File: config.mk
export PLATFORM = sky130hd
export DESIGN_NAME = date_check_and_cycle_day_unit
export DESIGN_NICKNAME = d
export VERILOG_FILES = /design/src/hdl/dcd_pkg.sv /design/src/hdl/dcd_div.sv /design/src/hdl/dcd_datapath.sv /design/src/hdl/dcd_ctrl.sv /design/src/hdl/date_check_and_cycle_day_unit.sv
export SDC_FILE = /design/constraint.sdc
export NUM_CORES = 1
export LEC_CHECK = 0
export BUFFER_PORTS_ARGS = -buffer_cell sky130_fd_sc_hd__buf_2
export CORE_AREA = 2 2 253 255
export CTS_BUF_LIST = sky130_fd_sc_hd__clkbuf_4 sky130_fd_sc_hd__clkbuf_8 sky130_fd_sc_hd__clkbuf_16
export CTS_CLUSTER_DIAMETER = 50
export DETAILED_ROUTE_END_ITERATION = 6
export DIE_AREA = 0 0 255 257
export GPL_TIMING_DRIVEN = 0
export SYNTH_ARGS = -nofsm -noshare
export SYNTH_HDL_FRONTEND = slang
export SYNTH_SLANG_ARGS = --single-unit
File: constraint.sdc
create_clock -name clk -period 8 [get_ports clk]
set_input_delay 0.8 -clock clk [delete_from_list [all_inputs] [get_ports clk]]
set_output_delay 0.8 -clock clk [all_outputs]
set_load 0.02 [all_outputs]
File: src/hdl/dcd_pkg.sv
// Shared types, constants and calendar tables for the date check and cycle day unit.
// Used by every module under hdl; depends on nothing.
package dcd_pkg;

  localparam int YEAR_WIDTH = 14;
  localparam int MONTH_W    = 4;
  localparam int DAY_W      = 5;
  localparam int ERR_W      = 2;
  localparam int OFF_W      = 22;
  localparam int PHASE_W    = 8;
  localparam int CFG_W      = 14;
  localparam int CFG_IDX_W  = 2;

  // Day counts since year zero need one more bit than the offset.
  localparam int DB_W       = 23;
  localparam int SUM_W      = 24;
  localparam logic [OFF_W-1:0] OFF_MAX = {OFF_W{1'b1}};

  // Year split by 100 through a reciprocal multiply: exact for 14-bit years.
  localparam int          HUND_W     = 27;
  localparam int          HUND_SHIFT = 19;
  localparam logic [12:0] HUND_RECIP = 13'd5243;

  // Restoring divider for the phase: dividend and divisor widths.
  localparam int DIV_W      = OFF_W;
  localparam int DVSR_W     = PHASE_W;
  localparam int DIV_CNT_W  = $clog2(DIV_W + 1);

  localparam int IN_DATA_W  = 24;
  localparam int OUT_DATA_W = 40;

  localparam logic [CFG_IDX_W-1:0] CFG_EPOCH_YEAR   = 2'd0;
  localparam logic [CFG_IDX_W-1:0] CFG_CYCLE_LENGTH = 2'd1;
  localparam logic [CFG_IDX_W-1:0] CFG_ACTIVE_DAYS  = 2'd2;

  localparam logic [YEAR_WIDTH-1:0] EPOCH_RST  = YEAR_WIDTH'(1990);
  localparam logic [PHASE_W-1:0]    CYCLE_RST  = 8'd5;
  localparam logic [PHASE_W-1:0]    ACTIVE_RST = 8'd3;

  localparam logic [ERR_W-1:0] ERR_NONE  = 2'd0;
  localparam logic [ERR_W-1:0] ERR_YEAR  = 2'd1;
  localparam logic [ERR_W-1:0] ERR_MONTH = 2'd2;
  localparam logic [ERR_W-1:0] ERR_DAY   = 2'd3;

  typedef enum logic {
    DSEL_YEAR,
    DSEL_EPOCH
  } dsel_t;

  typedef enum logic [3:0] {
    ST_IDLE,
    ST_YSPLIT,
    ST_YSAVE,
    ST_ESPLIT,
    ST_ESAVE,
    ST_CALC,
    ST_PDIV,
    ST_PWAIT,
    ST_OUT
  } state_t;

  typedef struct packed {
    logic  load_in;
    logic  split;
    dsel_t year_sel;
    logic  save_year;
    logic  save_epoch;
    logic  calc;
    logic  div_start;
    logic  load_out;
  } dcd_cmd_t;

  typedef struct packed {
    logic div_done;
  } dcd_sts_t;

  function automatic logic [8:0] month_start(input logic [MONTH_W-1:0] m);
    logic [8:0] v;
    case (m)
      4'd2:    v = 9'd31;
      4'd3:    v = 9'd59;
      4'd4:    v = 9'd90;
      4'd5:    v = 9'd120;
      4'd6:    v = 9'd151;
      4'd7:    v = 9'd181;
      4'd8:    v = 9'd212;
      4'd9:    v = 9'd243;
      4'd10:   v = 9'd273;
      4'd11:   v = 9'd304;
      4'd12:   v = 9'd334;
      default: v = 9'd0;
    endcase
    return v;
  endfunction

  function automatic logic [DAY_W-1:0] month_len(input logic [MONTH_W-1:0] m,
                                                 input logic leap);
    logic [DAY_W-1:0] v;
    case (m)
      4'd1, 4'd3, 4'd5, 4'd7, 4'd8, 4'd10, 4'd12: v = 5'd31;
      4'd4, 4'd6, 4'd9, 4'd11:                    v = 5'd30;
      4'd2:    v = leap ? 5'd29 : 5'd28;
      default: v = 5'd0;
    endcase
    return v;
  endfunction

endpackage

File: src/hdl/dcd_div.sv
// Restoring divider for the cycle phase, one quotient bit per cycle.
// Depends on dcd_pkg for widths.
module dcd_div import dcd_pkg::*; (
  input  logic              clk,
  input  logic              rst_n,
  input  logic              start,
  input  logic [DIV_W-1:0]  dividend,
  input  logic [DVSR_W-1:0] divisor,
  output logic [DVSR_W-1:0] remainder,
  output logic              done
);

  logic [DIV_W-1:0]     quo_r;
  logic [DVSR_W-1:0]    rem_r;
  logic [DVSR_W-1:0]    dvsr_r;
  logic [DIV_CNT_W-1:0] cnt_r;
  logic                 done_r;

  logic [DVSR_W:0]      shifted;
  logic [DVSR_W:0]      trial;
  logic                 fits;

  assign shifted = {rem_r, quo_r[DIV_W-1]};
  assign fits    = shifted >= {1'b0, dvsr_r};
  assign trial   = shifted - {1'b0, dvsr_r};

  always_ff @(posedge clk) begin
    if (!rst_n) begin
      cnt_r  <= '0;
      done_r <= 1'b0;
    end else if (start) begin
      cnt_r  <= DIV_CNT_W'(DIV_W);
      done_r <= 1'b0;
    end else begin
      done_r <= (cnt_r == DIV_CNT_W'(1));
      if (cnt_r != '0) begin
        cnt_r <= cnt_r - DIV_CNT_W'(1);
      end
    end
  end

  always_ff @(posedge clk) begin
    if (start) begin
      quo_r  <= dividend;
      rem_r  <= '0;
      dvsr_r <= divisor;
    end else if (cnt_r != '0) begin
      // shift the next dividend bit in, subtract where it fits
      quo_r <= {quo_r[DIV_W-2:0], fits};
      rem_r <= fits ? trial[DVSR_W-1:0] : shifted[DVSR_W-1:0];
    end
  end

  assign remainder = rem_r;
  assign done      = done_r;

endmodule

File: src/hdl/dcd_datapath.sv
// Datapath: input latch, day counts, date check, offset and phase, result register.
// Depends on dcd_pkg and instantiates dcd_div.
module dcd_datapath import dcd_pkg::*; (
  input  logic                  clk,
  input  logic                  rst_n,
  input  dcd_cmd_t              cmd,
  output dcd_sts_t              sts,
  input  logic [YEAR_WIDTH-1:0] in_year,
  input  logic [MONTH_W-1:0]    in_month,
  input  logic [DAY_W-1:0]      in_day,
  input  logic [YEAR_WIDTH-1:0] epoch_year,
  input  logic [PHASE_W-1:0]    cycle_length,
  input  logic [PHASE_W-1:0]    active_days,
  output logic [ERR_W-1:0]      res_error_code,
  output logic [OFF_W-1:0]      res_day_offset,
  output logic [PHASE_W-1:0]    res_cycle_phase,
  output logic                  res_active_flag
);

  logic [YEAR_WIDTH-1:0] year_r;
  logic [MONTH_W-1:0]    month_r;
  logic [DAY_W-1:0]      day_r;
  logic [7:0]            q100_r;
  logic [6:0]            r100_r;
  logic [DB_W-1:0]       dby_r;
  logic [DB_W-1:0]       dbe_r;
  logic                  leap_r;
  logic [ERR_W-1:0]      err_r;
  logic [OFF_W-1:0]      off_r;

  logic [ERR_W-1:0]      err_out_r;
  logic [OFF_W-1:0]      off_out_r;
  logic [PHASE_W-1:0]    phase_out_r;
  logic                  active_out_r;

  logic [DVSR_W-1:0]     div_divisor;
  logic [DVSR_W-1:0]     div_rem;
  logic                  div_done;

  logic [YEAR_WIDTH-1:0] db_year;
  logic [HUND_W-1:0]     hund_prod;
  logic [7:0]            q100;
  logic [YEAR_WIDTH-1:0] r100_full;
  logic [DB_W-1:0]       db_val;
  logic                  year_leap;

  logic [DAY_W-1:0]      mlen;
  logic [ERR_W-1:0]      err_calc;
  logic [SUM_W-1:0]      off_sum;
  logic [OFF_W-1:0]      off_sat;
  logic [PHASE_W-1:0]    phase;

  // The offset goes through the divider by the cycle length; a zero cycle length divides by one.
  assign div_divisor = (cycle_length == '0) ? DVSR_W'(1) : DVSR_W'(cycle_length);

  dcd_div u_div (
    .clk       (clk),
    .rst_n     (rst_n),
    .start     (cmd.div_start),
    .dividend  (off_r),
    .divisor   (div_divisor),
    .remainder (div_rem),
    .done      (div_done)
  );

  assign sts.div_done = div_done;

  assign db_year = (cmd.year_sel == DSEL_EPOCH) ? epoch_year : year_r;

  // Split the selected year into y/100 and y%100 by a reciprocal multiply.
  assign hund_prod = HUND_W'(db_year) * HUND_W'(HUND_RECIP);
  assign q100      = hund_prod[HUND_W-1:HUND_SHIFT];
  assign r100_full = db_year - YEAR_WIDTH'(q100) * YEAR_WIDTH'(100);

  // Days from January 1 of year zero, from y, y/100 and y%100.
  always_comb begin
    logic [14:0] by4;
    logic [14:0] by100;
    logic [14:0] by400;
    logic [14:0] leaps;
    by4    = 15'(({1'b0, db_year} + 15'd3) >> 2);
    by100  = 15'(q100_r) + 15'(r100_r != '0);
    by400  = 15'(q100_r >> 2) + 15'(!((r100_r == '0) && (q100_r[1:0] == 2'b00)));
    leaps  = by4 - by100 + by400;
    db_val = DB_W'(db_year) * DB_W'(365) + DB_W'(leaps);
  end

  assign year_leap = (db_year[1:0] == 2'b00) &&
                     ((r100_r != '0) || (q100_r[1:0] == 2'b00));

  // Date check: year first, then month, then day.
  assign mlen = month_len(month_r, leap_r);

  always_comb begin
    if (year_r < epoch_year) begin
      err_calc = ERR_YEAR;
    end else if (!(month_r inside {[4'd1:4'd12]})) begin
      err_calc = ERR_MONTH;
    end else if ((day_r == '0) || (day_r > mlen)) begin
      err_calc = ERR_DAY;
    end else begin
      err_calc = ERR_NONE;
    end
  end

  assign off_sum = SUM_W'(dby_r) - SUM_W'(dbe_r) + SUM_W'(month_start(month_r))
                 + SUM_W'(day_r) - SUM_W'(1)
                 + SUM_W'((month_r > 4'd2) && leap_r);
  assign off_sat = (off_sum[SUM_W-1:OFF_W] != '0) ? OFF_MAX : off_sum[OFF_W-1:0];

  assign phase = div_rem;

  always_ff @(posedge clk) begin
    if (cmd.load_in) begin
      year_r  <= in_year;
      month_r <= in_month;
      day_r   <= in_day;
    end
    if (cmd.split) begin
      q100_r <= q100;
      r100_r <= r100_full[6:0];
    end
    if (cmd.save_year) begin
      dby_r  <= db_val;
      leap_r <= year_leap;
    end
    if (cmd.save_epoch) begin
      dbe_r <= db_val;
    end
    if (cmd.calc) begin
      err_r <= err_calc;
      off_r <= (err_calc == ERR_NONE) ? off_sat : '0;
    end
    if (cmd.load_out) begin
      err_out_r    <= err_r;
      off_out_r    <= off_r;
      phase_out_r  <= (err_r == ERR_NONE) ? phase : '0;
      active_out_r <= (err_r == ERR_NONE) && (phase < active_days);
    end
  end

  assign res_error_code  = err_out_r;
  assign res_day_offset  = off_out_r;
  assign res_cycle_phase = phase_out_r;
  assign res_active_flag = active_out_r;

endmodule

File: src/hdl/dcd_ctrl.sv
// Controller: sequences the two year splits, the check and the phase division,
// and owns both handshakes. Depends on dcd_pkg for the state, command and status types.
module dcd_ctrl import dcd_pkg::*; (
  input  logic     clk,
  input  logic     rst_n,
  input  logic     in_valid,
  output logic     in_ready,
  output logic     out_valid,
  input  logic     out_ready,
  output dcd_cmd_t cmd,
  input  dcd_sts_t sts
);

  state_t state_r, state_nxt;
  logic   out_valid_r, out_valid_nxt;

  always_ff @(posedge clk) begin
    if (!rst_n) begin
      state_r     <= ST_IDLE;
      out_valid_r <= 1'b0;
    end else begin
      state_r     <= state_nxt;
      out_valid_r <= out_valid_nxt;
    end
  end

  always_comb begin
    state_nxt     = state_r;
    cmd           = '0;
    cmd.year_sel  = DSEL_YEAR;
    in_ready      = 1'b0;
    out_valid_nxt = out_valid_r && !out_ready;
    case (state_r)
      ST_IDLE: begin
        in_ready = 1'b1;
        if (in_valid) begin
          cmd.load_in = 1'b1;
          state_nxt   = ST_YSPLIT;
        end
      end
      ST_YSPLIT: begin
        cmd.split = 1'b1;
        state_nxt = ST_YSAVE;
      end
      ST_YSAVE: begin
        cmd.save_year = 1'b1;
        state_nxt     = ST_ESPLIT;
      end
      ST_ESPLIT: begin
        cmd.year_sel = DSEL_EPOCH;
        cmd.split    = 1'b1;
        state_nxt    = ST_ESAVE;
      end
      ST_ESAVE: begin
        cmd.year_sel   = DSEL_EPOCH;
        cmd.save_epoch = 1'b1;
        state_nxt      = ST_CALC;
      end
      ST_CALC: begin
        cmd.calc  = 1'b1;
        state_nxt = ST_PDIV;
      end
      ST_PDIV: begin
        cmd.div_start = 1'b1;
        state_nxt     = ST_PWAIT;
      end
      ST_PWAIT: begin
        if (sts.div_done) begin
          state_nxt = ST_OUT;
        end
      end
      ST_OUT: begin
        // hold until the result register is free
        if (!out_valid_r || out_ready) begin
          cmd.load_out  = 1'b1;
          out_valid_nxt = 1'b1;
          state_nxt     = ST_IDLE;
        end
      end
      default: begin
        state_nxt = ST_IDLE;
      end
    endcase
  end

  assign out_valid = out_valid_r;

endmodule

File: src/hdl/date_check_and_cycle_day_unit.sv
// Top level: stream ports, configuration registers, controller and datapath.
// Depends on dcd_pkg, dcd_ctrl and dcd_datapath.
//
//   channel  direction  group                         moves
//   in_      slave      in_tvalid/in_tready/in_tdata  one date request
//   out_     master     out_tvalid/out_tready/out_tdata one check and cycle result
//   cfg_     write      cfg_we/cfg_index/cfg_wdata    epoch, cycle length, active days
//
// From acceptance to result, a request passes through a split by 100 and a day
// count for the request year, then a split and day count for the epoch, the check,
// and the offset modulo cycle length through a 22-step restoring divider.
// One request is in work at a time; the next is taken the cycle after the current
// one has moved into the result register, which holds it while out_tready is low.
// Reset clears the controller and loads the register defaults (1990, 5, 3).
module date_check_and_cycle_day_unit import dcd_pkg::*; (
  input  logic                  clk,
  input  logic                  rst_n,
  input  logic                  in_tvalid,
  output logic                  in_tready,
  // [13:0] year, [17:14] month, [22:18] day, [23] zero
  input  logic [IN_DATA_W-1:0]  in_tdata,
  output logic                  out_tvalid,
  input  logic                  out_tready,
  // [1:0] error_code, [23:2] day_offset, [31:24] cycle_phase, [32] active_flag,
  // [39:33] zero
  output logic [OUT_DATA_W-1:0] out_tdata,
  input  logic                  cfg_we,
  input  logic [CFG_IDX_W-1:0]  cfg_index,
  input  logic [CFG_W-1:0]      cfg_wdata
);

  logic [YEAR_WIDTH-1:0] epoch_year_r;
  logic [PHASE_W-1:0]    cycle_length_r;
  logic [PHASE_W-1:0]    active_days_r;

  dcd_cmd_t              cmd;
  dcd_sts_t              sts;

  logic [ERR_W-1:0]      res_error_code;
  logic [OFF_W-1:0]      res_day_offset;
  logic [PHASE_W-1:0]    res_cycle_phase;
  logic                  res_active_flag;

  always_ff @(posedge clk) begin
    if (!rst_n) begin
      epoch_year_r   <= EPOCH_RST;
      cycle_length_r <= CYCLE_RST;
      active_days_r  <= ACTIVE_RST;
    end else if (cfg_we) begin
      case (cfg_index)
        CFG_EPOCH_YEAR:   epoch_year_r   <= cfg_wdata[YEAR_WIDTH-1:0];
        CFG_CYCLE_LENGTH: cycle_length_r <= cfg_wdata[PHASE_W-1:0];
        CFG_ACTIVE_DAYS:  active_days_r  <= cfg_wdata[PHASE_W-1:0];
        default: ;
      endcase
    end
  end

  dcd_ctrl u_ctrl (
    .clk       (clk),
    .rst_n     (rst_n),
    .in_valid  (in_tvalid),
    .in_ready  (in_tready),
    .out_valid (out_tvalid),
    .out_ready (out_tready),
    .cmd       (cmd),
    .sts       (sts)
  );

  dcd_datapath u_datapath (
    .clk             (clk),
    .rst_n           (rst_n),
    .cmd             (cmd),
    .sts             (sts),
    .in_year         (in_tdata[13:0]),
    .in_month        (in_tdata[17:14]),
    .in_day          (in_tdata[22:18]),
    .epoch_year      (epoch_year_r),
    .cycle_length    (cycle_length_r),
    .active_days     (active_days_r),
    .res_error_code  (res_error_code),
    .res_day_offset  (res_day_offset),
    .res_cycle_phase (res_cycle_phase),
    .res_active_flag (res_active_flag)
  );

  assign out_tdata = {7'd0, res_active_flag, res_cycle_phase, res_day_offset, res_error_code};

endmodule
## After elaboration in Yosys (flattened, before gate mapping)

Memories as Yosys holds them, arrays and structs flattened. A register that Yosys moved wholly into a read port is not among the register bits.
Index checks and enable logic that the tools add are counted.

| operators by class | value |
|---|---|
| $add $sub $neg | 14 |
| multiply operators | 3 |
| order comparisons | 7 |
| equality and inequality tests | 26 |
| muxes and demuxes | 30 |
| bitwise logic cells | 1 |
| reduce and logical (&&, ||, !) cells | 34 |

Operators by type and width:

| operator | count |
|---|---|
| 22-bit two-way mux | 3 |
| 4-bit one-hot mux with 9 select lines | 1 |
| 4-bit by 3-bit == test with 1-bit output, second input constant | 8 |
| 14-bit by 13-bit multiplier with 27-bit output, second input constant | 1 |
| 24-bit by 1-bit adder with 24-bit output | 1 |
| 24-bit by 5-bit adder with 24-bit output | 1 |
| 24-bit by 9-bit adder with 24-bit output | 1 |
| 4-bit == test, second input constant | 6 |
| 23-bit by 23-bit subtractor with 24-bit output | 1 |
| 24-bit by 1-bit subtractor with 24-bit output, second input constant | 1 |
| 23-bit by 15-bit adder with 23-bit output | 1 |
| 14-bit by 9-bit multiplier with 23-bit output, second input constant | 1 |
| 4-bit by 2-bit == test with 1-bit output, second input constant | 4 |
| 4-bit two-way mux | 4 |
| 14-bit by 2-bit adder with 15-bit output, second input constant | 1 |
| 15-bit adder | 1 |
| 5-bit one-hot mux with 3 select lines | 1 |
| 13-bit by 15-bit subtractor with 15-bit output | 1 |
| 14-bit less-than comparator | 1 |
| 1-bit two-way mux | 14 |
| 14-bit two-way mux | 1 |
| 2-bit logical NOT | 5 |
| 5-bit two-way mux | 2 |
| 8-bit by 1-bit adder with 9-bit output | 1 |
| other kinds (35) | 53 |

| storage, ports and cells | value |
|---|---|
| register bits | 221 |
| bits in read-only memories | 144 |
| bits of input ports | 45 |
| output and inout bits | 42 |
| logic and storage cells | 141 |
| memories | 1 |

Memories:

| memory | depth | bits a word | read ports | clocked after memory_dff | write ports | RTL line | source |
|---|---|---|---|---|---|---|---|
| (name not given) | 16 | 9 | 1 | 1 | 0 | dcd_pkg.sv:79 | `case (m)` |

## Logic depth before layout (Yosys ltp)

Gate-level depths: netlist (run 1).

| logic depth | value |
|---|---|
| depth after elaboration | 9 |
| depth in mapped cells | 37 |

## Cells and area by module

From an unflattened synthesis (run 1), not the netlist that was laid out.

| second synthesis, totals | value |
|---|---|
| cell total of the unflattened synthesis | 1754 |
| area total of the unflattened synthesis | 19303.5 sq um |

By module, submodules not included:

| module | instances | cells an instance | area an instance (sq um) | seq. area each (sq um) |
|---|---|---|---|---|
| dcd_datapath | 1 | 1384 | 15347.2 | 4444.3 |
| dcd_div | 1 | 199 | 2328.5 | 1181.1 |
| date_check_and_cycle_day_unit | 1 | 131 | 1282.5 | 600.6 |
| dcd_ctrl | 1 | 40 | 345.3 | 100.1 |

## Worst setup path after synthesis (run 1)

OpenSTA, ideal clock, no wires.

| path | value |
|---|---|
| kind | flip-flop to flip-flop |
| start point | register u_ctrl.state_r[1] |
| end point | register u_datapath.r100_r[6], data pin |
| data arrival time | 7.369 ns |
| data required time | 7.739 ns |
| path slack | 0.370 ns |
| stages on the path, launching flop included | 34 |
| buffers on the path | 2 |
| clock period less this slack | 7.630 ns |
| cell sequence | dfxtp_1 > buf_6 > or3b_4 > a21oi_4 > buf_6 > mux2i_1 > inv_1 > ha_1 > inv_1 > fa_1 > inv_1 > fa_1 > fa_1 > inv_1 > fa_1 > inv_1 > ha_1 > nand3_1 > a211oi_1 > a221oi_1 > o21a_1 > nor2b_1 > nor2_1 > nor2_1 > xnor2_1 > ha_1 > inv_1 > ha_1 > a21oi_1 > xnor2_1 > xnor2_1 > xnor2_1 > xnor2_1 > xnor2_1 |

| on the way | value |
|---|---|
| word-level cells in the longest chain between the ends | 7 |

Ends and longest elaborated chain:

| item | RTL line | source |
|---|---|---|
| start: declaration | dcd_ctrl.sv:14 | `state_t state_r, state_nxt;` |
| start signal: assignment | dcd_ctrl.sv:22 | `state_r <= state_nxt;` |
| 4-bit by 2-bit == test with 1-bit output or 4-bit by 3-bit == test with 1-bit output (tied branches) | dcd_ctrl.sv:33 | `case (state_r)` |
| 2-bit OR reduction (no source line) * | -- |  |
| 1-bit two-way mux * | dcd_ctrl.sv:33 |  |
| 14-bit two-way mux * | dcd_datapath.sv:68 | `assign db_year = (cmd.year_sel == DSEL_EPOCH) ? epoch_year : year_r;` |
| 14-bit by 13-bit multiplier with 27-bit output * | dcd_datapath.sv:71 | `assign hund_prod = HUND_W'(db_year) * HUND_W'(HUND_RECIP);` |
| via u_datapath.hund_prod[22] | dcd_datapath.sv:41 | `logic [HUND_W-1:0] hund_prod;` |
| 8-bit by 5-bit multiplier with 5-bit output * | dcd_datapath.sv:73 | `assign r100_full = db_year - YEAR_WIDTH'(q100) * YEAR_WIDTH'(100);` |
| 7-bit subtractor * | dcd_datapath.sv:73 |  |
| via u_datapath.r100_full[6] | dcd_datapath.sv:43 | `logic [YEAR_WIDTH-1:0] r100_full;` |
| end signal: assignment | dcd_datapath.sv:121 | `r100_r <= r100_full[6:0];` |
| end: declaration | dcd_datapath.sv:24 | `logic [6:0] r100_r;` |

The timed path passes the listed nets; every way through them passes the cells marked *.
A chain may end at the register's enable or synchronous reset.

## Worst setup path in the final report (run 1)

Same ends and word-level chain as after synthesis.

==> flow_metrics.env, run 1 <==
export IMPL_gp_congestion=0.9029
export IMPL_multi_input_comb_area_sq_um=11310
export IMPL_n_fill_cell=6202
export IMPL_route_vias_total=12620
export IMPL_clk_pin_slew_ns=0.06
export IMPL_cts_tree="done"
export IMPL_ys_seq_elements=230
export IMPL_ys_warn_count=0
export IMPL_port_buffers=77
export IMPL_fin_util=0.3461
export IMPL_cts_buffer_depth=3
export IMPL_worstPathMaxFanout=8
export IMPL_reg2reg_slack_ns=0.29
export IMPL_synth_top_area_share=0.2773
export IMPL_drt_pass1_iter_count=5
export IMPL_fmax_ghz=0.1297
export IMPL_core_area_sq_um=62740
export IMPL_ys_flop_type="edfxtp_1"
export IMPL_r2r_start="u_ctrl.state_r[1]"
export IMPL_crit_slowest_cell="fa_1"
export IMPL_start_util=0.2969
export IMPL_synth_cell_types=74
export IMPL_synthTopCellsByArea="edfxtp_1 28%, ha_1 19%, fa_1 14%, dfxtp_1 6.2%, inv_1 6.2%"
export IMPL_ant_nets=0
export IMPL_hold_path_class="in2reg"
export IMPL_finalHoldViolCount=0
export IMPL_syn_area_sq_um=18630
export IMPL_syn_to_final_growth_pct=16.56
export IMPL_crit_path_end_kind="register"
export IMPL_seq_area_sq_um=6326
export IMPL_hpwl_mm=33.36
export IMPL_critical_path_max_stage_delay_ns=0.55
export IMPL_fin_crit_ns=7.709
export IMPL_skew_ns=0.02618
export IMPL_holdPathEnd="u_datapath.year_r[4]"
export IMPL_critPathRequiredTime_ns=8.28
export IMPL_drt_iter0_drc=539
export IMPL_grt_max_degree=34
export IMPL_ios=87
export IMPL_status="finished clean"
export IMPL_dieArea_sq_um=65540
export IMPL_min_path_cells=1
export IMPL_async_reset_ff_frac=0
export IMPL_cts_buffers=26
export IMPL_worst_r2r_cell_count=35
export IMPL_rows=92
export IMPL_synth_cells=1781
export IMPL_cp_arrival_ns=7.99
export IMPL_synth_edf_count=172
export IMPL_yosysMostFrequentCell="inv_1"
export IMPL_synth_top_area_cell="edfxtp_1"
export IMPL_worstReg2RegEnd="u_datapath.r100_r[6]"
export IMPL_wl_per_cell_microns=14.60
export IMPL_synth_area_per_cell_sq_um=10.46
export IMPL_grt_pass1_vias=13010
export IMPL_h_tree_depth=1
export IMPL_grt_pass1_wl_mm=66.94
export IMPL_cts_sinks=230
export IMPL_clock_latency_ns=0.55
export IMPL_routed_wl_mm=40.86
export IMPL_report_final_slew_viol_count=0
export IMPL_vias_per_cell=4.507
export IMPL_stdcell_count=2799
export IMPL_hold_buffers=0
export IMPL_tightest_slew_ns=1.029
export IMPL_finalCritPeriodShare=0.9636
export IMPL_setup_violations=0
export IMPL_synthTopCellsByCount="309 x inv_1, 276 x ha_1, 172 x edfxtp_1"
export IMPL_maxCapViolCount=0
export IMPL_fp_dieH_microns=257
export IMPL_path_class="reg2reg"
export IMPL_min_delay_start="in_tdata[4]"
export IMPL_drc=0
export IMPL_cts_root_buffer_cell="clkbuf_16"
export IMPL_ys_seq_area_frac=0.3396
export IMPL_nNetsFinal=2386
export IMPL_overflow=0
export IMPL_crit_top_cell="xnor2_1"
export IMPL_groute_usage_overall=0.1257
export IMPL_drive_gt1_frac=0.1367
export IMPL_antenna_found_initial=0
export IMPL_start_kind="register"
export IMPL_relSlewSlack=0.3136
export IMPL_die_w_microns=255
export IMPL_place_inst=2715
export IMPL_num_antenna_cells=0
## layer usage
metal  vias to the layer above  track usage  wire length [microns]
li1                       6296            -                      -
met1                      6081       0.1575                  17730
met3                        59      0.01487                   1298
met5                         -            0                      0
met2                       179       0.2215                  20640
met4                         0      0.04435                   1188
## layout by cell type (no fill, tap or decap), drive strengths merged, types with 5 or more instances in the layout
cell / Yosys / layout
a211oi: 13 / 13
a21boi: 13 / 13
a21o: 29 / 29
a21oi: 96 / 96
a31oi: 6 / 6
and2: 10 / 10
and3: 7 / 7
buf: 16 / 133
clkbuf: 33 / 74
clkinv: 2 / 8
conb: 1 / 7
dfxtp: 58 / 58
edfxtp: 172 / 172
fa: 132 / 132
ha: 276 / 276
inv: 309 / 307
mux2: 5 / 5
mux2i: 31 / 31
nand2: 155 / 155
nand2b: 25 / 25
nand3: 21 / 21
nand4: 8 / 8
nor2: 49 / 49
nor2b: 26 / 26
nor3: 21 / 21
o211ai: 12 / 12
o21a: 12 / 12
o21ai: 65 / 65
o21bai: 9 / 9
o22ai: 8 / 8
or2: 7 / 7
or3: 5 / 5
xnor2: 71 / 71
xor2: 29 / 29
## logic make-up after synthesis
logic type,after synthesis,share of synthesized area
adder cells (fa/ha/maj),408,0.3273
buffers and inverters,360,0.07557
multiplexers,36,0.01988
flip-flops,230,0.3396
XOR/XNOR,100,0.04702
AND/OR/NAND/NOR,354,0.09156
AO/OA/AOI/OAI,292,0.09888
other,1,0.0002013
## registers in the layout, indices dropped and copies added (netlist names), 14 cells and up, named ones only
signal,flops
u_datapath.u_div.quo_r,22
epoch_year_r,14
u_datapath.off_r,22
u_datapath.dby_r,23
u_datapath.res_day_offset,22
u_datapath.year_r,14
u_datapath.dbe_r,23
## final cells by class
class	instances	area share
multi-input cells	1197	0.5209
flip-flops and latches	230	0.2914
inverters	311	0.05492
well taps	846	0.04875
clock buffers	40	0.03590
repair buffers	118	0.03435
plain buffers	49	0.01124
clock inverters	8	0.002593
## worst max path at each step
stage                            from              endpoint  slack, ns  depth (start not counted)
floorplan           u_ctrl.state_r[1]  u_datapath.r100_r[6]       0.37                         33
global route        u_ctrl.state_r[1]  u_datapath.r100_r[6]      -0.03                         32
global placement    u_ctrl.state_r[1]  u_datapath.r100_r[6]      -1.31                         33
detailed placement  u_ctrl.state_r[1]  u_datapath.r100_r[6]      -1.37                         33
CTS                 u_ctrl.state_r[1]  u_datapath.r100_r[6]      0.007                         33
finish              u_ctrl.state_r[1]  u_datapath.r100_r[6]       0.29                         35
## repair_timing
| action | in CTS | in global routing |
|---|---|---|
| cloned | 0 | 1 |
| pin swaps | 2 | 16 |
| setup buffers | 15 | 20 |
| resized for setup | 35 | 48 |
| setup endpoints to repair | 14 | 13 |
## critical path, delay by kind of cell, from the launching register on
family	cells	cell delay (ns)
flops	1	0.31
compound gates	6	0.96
simple gates	4	0.74
mux	1	0.34
buf+inv	10	1.09
xor+xnor	6	0.87
fa+ha+maj	8	3.11
## through the flow
step / worst slack (ns) / instance area (sq um) / TNS (ns) / hold slack [ns]
floorplan: 0.3696 / 18650 / 0 / 0.4262
global placement: -1.315 / 20090 / -3.920 / 0.4421
detailed placement: -1.375 / 20160 / -3.198 / 0.4391
CTS: 0.007218 / 21310 / 0 / 0.3915
global route: -0.03070 / 21710 / -0.03070 / 0.3966
finish: 0.2909 / 21710 / 0 / 0.4196
Power of run 1 is not shown: default switching activity piles up to over one toggle a cycle in this logic, so the estimate is an artifact.
==> run 2, diff against run 1 <==
--- a/config.mk
+++ b/config.mk
@@ -12,6 +12,7 @@
 export DETAILED_ROUTE_END_ITERATION = 6
 export DIE_AREA = 0 0 255 257
 export GPL_TIMING_DRIVEN = 0
+export SLEW_MARGIN = 10
 export SYNTH_ARGS = -nofsm -noshare
 export SYNTH_HDL_FRONTEND = slang
 export SYNTH_SLANG_ARGS = --single-unit
==> constraint.sdc (replaced) <==
create_clock -name clk -period 8.4 [get_ports clk]
set_input_delay 0.84 -clock clk [delete_from_list [all_inputs] [get_ports clk]]
set_output_delay 0.84 -clock clk [all_outputs]
set_load 0.02 [all_outputs]
==> run 2 against run 1 <==
  * Non-clock buffer count fell by 9
  * First-iteration DRC count rose by 3.2%
  * Core utilization fell by 0.43 points
  * Via count fell by 0.29%
  * Hold slack improved by 0.022 ns
  * Critical path depth did not move
  * Clock skew fell by 0.016 ns
  * Die area did not move
  * Design area fell by 1.3%
  * Wire length fell by 1.9%
  * Sequential share of layout area rose by 0.37 points
==> flow_metrics.env, run 2 (same netlist as run 1, synthesis figures left out) <==
export IMPL_status="finished clean"
export IMPL_critPathRequiredTime_ns=8.67
export IMPL_path_class="reg2reg"
export IMPL_route_vias_total=12580
export IMPL_report_final_slew_viol_count=0
export IMPL_top_regs="u_datapath.dbe_r x23, u_datapath.dby_r x23"
export IMPL_dp_slack_ns=-1.032
export IMPL_num_antenna_cells=0
export IMPL_rows=92
export IMPL_worstPathMaxFanout=8
export IMPL_port_buffers=77
export IMPL_grt_pass1_vias=12870
export IMPL_skew_ns=0.009989
export IMPL_stdcell_count=2788
export IMPL_vias_per_cell=4.511
export IMPL_tightest_slew_ns=1.022
export IMPL_drt_pass1_iter_count=7
export IMPL_syn_to_final_growth_pct=15.10
export IMPL_nNetsFinal=2377
export IMPL_cts_tree="done"
export IMPL_cts_buffers=26
export IMPL_clk_pin_slew_ns=0.06
export IMPL_drc=0
export IMPL_relSlewSlack=0.3179
export IMPL_start_util=0.2969
export IMPL_core_area_sq_um=62740
export IMPL_hold_path_class="reg2reg"
export IMPL_dieArea_sq_um=65540
export IMPL_ant_nets=0
export IMPL_gp_congestion=0.9029
export IMPL_start_kind="register"
export IMPL_h_tree_depth=1
export IMPL_reg2reg_slack_ns=0.32
export IMPL_hpwl_mm=33.29
export IMPL_clock_latency_ns=0.54
export IMPL_maxCapViolCount=0
export IMPL_finalCritPeriodShare=0.9617
export IMPL_drt_iter0_drc=556
export IMPL_antenna_found_initial=0
export IMPL_cts_root_buffer_cell="clkbuf_16"
export IMPL_final_cell_mix="303 x inv_1, 274 x ha_1, 172 x edfxtp_1, 154 x nand2_1, 131 x fa_1"
export IMPL_rsz0062_at_grt="true"
export IMPL_n_fill_cell=6229
export IMPL_cts_sinks=230
export IMPL_fmax_ghz=0.1238
export IMPL_final_common_cell="inv_1"
export IMPL_setup_violations=0
export IMPL_groute_usage_overall=0.1235
export IMPL_wl_per_cell_microns=14.37
export IMPL_crit_slowest_cell="fa_1"
export IMPL_fin_ws_ns=0.3215
export IMPL_hold_buffers=0
export IMPL_critical_path_max_stage_delay_ns=0.54
export IMPL_final_cell_area_sq_um=21440
export IMPL_finalHoldViolCount=0
export IMPL_ios=87
export IMPL_fp_dieH_microns=257
export IMPL_cts_buffer_depth=3
export IMPL_place_inst=2714
export IMPL_fin_crit_ns=8.078
export IMPL_place_area_sq_um=20140
export IMPL_routed_wl_mm=40.08
export IMPL_seq_area_sq_um=6326
export IMPL_crit_path_end_kind="register"
export IMPL_grt_pass1_wl_mm=65.94
export IMPL_grt_max_degree=34
export IMPL_multi_input_comb_area_sq_um=11120
export IMPL_drive_gt1_frac=0.1133
export IMPL_die_w_microns=255
export IMPL_cp_arrival_ns=8.35
export IMPL_overflow=0
-- run 2: worst paths after layout --
check | start | end | cells past startpoint
max | u_ctrl.state_r[1] | u_datapath.r100_r[6] | 35
min | u_datapath.off_r[3] | u_datapath.res_day_offset[3] | 0
max reg2reg | u_ctrl.state_r[1] | u_datapath.r100_r[6] | 35
min reg2reg | u_datapath.off_r[3] | u_datapath.res_day_offset[3] | 0
-- run 2: cell type report --
class | instances | share of cell area
Clock buffer | 33 | 0.03391
Clock inverter | 13 | 0.005778
Inverter | 311 | 0.05521
Multi-Input combinational cell | 1197 | 0.5187
Buffer | 49 | 0.01138
Timing Repair Buffer | 109 | 0.03058
Tap cell | 846 | 0.04937
Sequential cell | 230 | 0.2951
-- run 2: layer usage --
metal | up-vias | routed length (microns) | global-route usage
met5 | - | 0 | 0
met4 | 0 | 1053 | 0.03915
met3 | 58 | 1411 | 0.01183
met2 | 203 | 20200 | 0.2197
met1 | 6048 | 17410 | 0.1564
li1 | 6269 | - | -
-- run 2: per-stage QoR --
stage	hold WS, ns	TNS, ns	util
after floorplan	0.4262	0	-
after detailed placement	0.4335	-1.281	0.3210
after global routing	0.4588	-0.09053	0.3417
after CTS	0.4433	0	0.3367
final	0.4417	0	0.3417
after global placement	0.4421	-1.067	0.3203
-- run 2: timing repair --
action	in CTS	in global routing
pin swaps	0	2
gates cloned	0	1
buffers inserted	2	25
gates resized for setup	21	16
setup endpoints to repair	2	7
-- run 2: worst max-delay path: cells and delay by family, from the launching register on --
kind / cells / cell delay (ns)
adders and majority gates: 8 / 3.29
DFF: 1 / 0.30
buffers and inverters: 10 / 1.12
xor gates and xnor gates: 6 / 0.87
muxes: 1 / 0.39
AOI/OAI and AO/OA: 5 / 0.99
and+or+nand+nor: 5 / 0.84
Power of run 2 is left out for the same reason.
==> run 3, diff against run 2 <==
--- a/config.mk
+++ b/config.mk
@@ -6,12 +6,16 @@
 export NUM_CORES = 1
 export LEC_CHECK = 0
 export BUFFER_PORTS_ARGS = -buffer_cell sky130_fd_sc_hd__buf_2
+export CELL_PAD_IN_SITES_DETAIL_PLACEMENT = 1
+export CELL_PAD_IN_SITES_GLOBAL_PLACEMENT = 2
 export CORE_AREA = 2 2 253 255
 export CTS_BUF_LIST = sky130_fd_sc_hd__clkbuf_4 sky130_fd_sc_hd__clkbuf_8 sky130_fd_sc_hd__clkbuf_16
 export CTS_CLUSTER_DIAMETER = 50
 export DETAILED_ROUTE_END_ITERATION = 6
 export DIE_AREA = 0 0 255 257
 export GPL_TIMING_DRIVEN = 0
+export PLACE_DENSITY_LB_ADDON = 0.1
+export REMOVE_ABC_BUFFERS = 1
 export SLEW_MARGIN = 10
 export SYNTH_ARGS = -nofsm -noshare
 export SYNTH_HDL_FRONTEND = slang
==> run 3 against run 2 <==
  * Die area is the same
  * Wire length up 17%
  * Global-route usage rose by 2.3 points
  * First-iteration DRC count decreased by 31%
  * Via count down 1.4%
  * Cell count decreased by 0.65%
  * Core utilization is 0.61 points higher
  * Largest cell class unchanged
  * Setup slack better by 0.086 ns
  * Critical path type unchanged
  * Count of clock-buffer cells in the layout grew 4
  * Hold slack better by 0.014 ns
  * Clock skew rose by 0.021 ns
==> flow_metrics.env, run 3 (same netlist as run 1, synthesis figures left out) <==
export IMPL_cts_buffer_depth=3
export IMPL_worst_r2r_cell_count=34
export IMPL_h_tree_depth=2
export IMPL_cts_root_buffer_cell="clkbuf_16"
export IMPL_grt_pass1_wl_mm=74.93
export IMPL_tightest_slew_ns=1.086
export IMPL_drive_gt1_frac=0.1351
export IMPL_min_path_cells=0
export IMPL_finalHoldViolCount=0
export IMPL_cts_tree="done"
export IMPL_crit_slowest_cell="fa_1"
export IMPL_relSlewSlack=0.2712
export IMPL_hold_path_class="reg2reg"
export IMPL_clk_pin_slew_ns=0.06
export IMPL_ant_nets=0
export IMPL_antenna_found_initial=0
export IMPL_final_common_cell="inv_1"
export IMPL_crit_path_end_kind="register"
export IMPL_setup_violations=0
export IMPL_drt_iter0_drc=384
export IMPL_critPathRequiredTime_ns=8.66
export IMPL_groute_usage_overall=0.1461
export IMPL_hpwl_mm=38.66
export IMPL_dieArea_sq_um=65540
export IMPL_ios=87
export IMPL_cts_sinks=230
export IMPL_status="finished clean"
export IMPL_gp_congestion=0.8090
export IMPL_maxCapViolCount=0
export IMPL_top_regs="u_datapath.dbe_r x23, u_datapath.dby_r x23"
export IMPL_worstPathMaxFanout=20
export IMPL_overflow=0
export IMPL_fp_dieH_microns=257
export IMPL_core_area_sq_um=62740
export IMPL_start_util=0.2969
export IMPL_drt_pass1_iter_count=4
export IMPL_report_final_slew_viol_count=0
export IMPL_skew_ns=0.03130
export IMPL_critical_path_max_stage_delay_ns=0.54
export IMPL_die_w_microns=255
export IMPL_cp_arrival_ns=8.25
export IMPL_nNetsFinal=2356
export IMPL_routed_wl_mm=46.99
export IMPL_clock_latency_ns=0.53
export IMPL_syn_to_final_growth_pct=17.15
export IMPL_port_buffers=78
export IMPL_setup_tns_final_ns=0
export IMPL_cts_buffers=35
export IMPL_rows=92
export IMPL_fmax_ghz=0.1251
export IMPL_drc=0
export IMPL_route_vias_total=12410
export IMPL_finalCritPeriodShare=0.9515
export IMPL_fin_crit_ns=7.993
export IMPL_num_antenna_cells=0
export IMPL_wl_per_cell_microns=16.96
export IMPL_path_class="reg2reg"
export IMPL_grt_pass1_vias=13140
export IMPL_n_fill_cell=7007
export IMPL_vias_per_cell=4.479
export IMPL_start_kind="register"
export IMPL_final_cell_mix="301 x inv_1, 272 x ha_1, 172 x edfxtp_1, 153 x nand2_1, 130 x fa_1"
export IMPL_grt_max_degree=38
## run 3: layer usage
metal	track usage	share of wire	vias up
met3	0.01649	0.019	55
li1	-	-	6226
met5	0	0	-
met1	0.1982	0.48	6022
met2	0.2462	0.48	104
met4	0.03817	0.022	0
## run 3: repair_timing
item,in CTS,in global routing
endpoints found under the hold margin,0,0
cloned,0,0
buffers inserted,14,27
hold buffers,0,0
endpoints found under the setup margin,18,7
gates resized for setup,36,28
pin swaps,4,8
## run 3: cell type report
cell class / count / area, sq um / share of cell area
repair buffers: 128 / 813.3 / 0.03727
well taps: 846 / 1059 / 0.04851
multi-input cells: 1197 / 11250 / 0.5157
clock buffers: 37 / 897.1 / 0.04111
flip-flops and latches: 230 / 6339 / 0.2905
inverters: 311 / 1194 / 0.05470
clock inverters: 21 / 267.8 / 0.01227
## run 3: worst max-delay path: cells and delay by family (launching register included)
kind            cells  cell delay [ns]
compound gates      5             0.76
simple gates        4             0.76
buf+inv            10             1.15
xor+xnor            6             0.90
mux                 1             0.34
fa+ha+maj           8             3.34
flops               1             0.41
## run 3: path summary, 6_finish.rpt
check,end,start,slack (ns)
max,u_datapath.r100_r[6],u_ctrl.state_r[0],0.41
min,u_datapath.res_day_offset[7],u_datapath.off_r[7],0.46
max reg2reg,u_datapath.r100_r[6],u_ctrl.state_r[0],0.41
min reg2reg,u_datapath.res_day_offset[7],u_datapath.off_r[7],0.46
## run 3: metrics by stage
step / util / hold slack, ns / std cells / worst slack (ns) / cell area (sq um)
CTS: 0.3427 / 0.4459 / 2743 / 0.04682 / 21500
global route: 0.3478 / 0.4542 / 2770 / -0.01365 / 21820
detailed placement: 0.3186 / 0.4389 / 2671 / -1.397 / 19990
finish: 0.3478 / 0.4556 / 2770 / 0.4071 / 21820
global placement: 0.3166 / 0.4512 / 2662 / -1.825 / 19860
floorplan: - / 0.4262 / 1738 / 0.6022 / 18410
Power of run 3 is left out for the same reason.
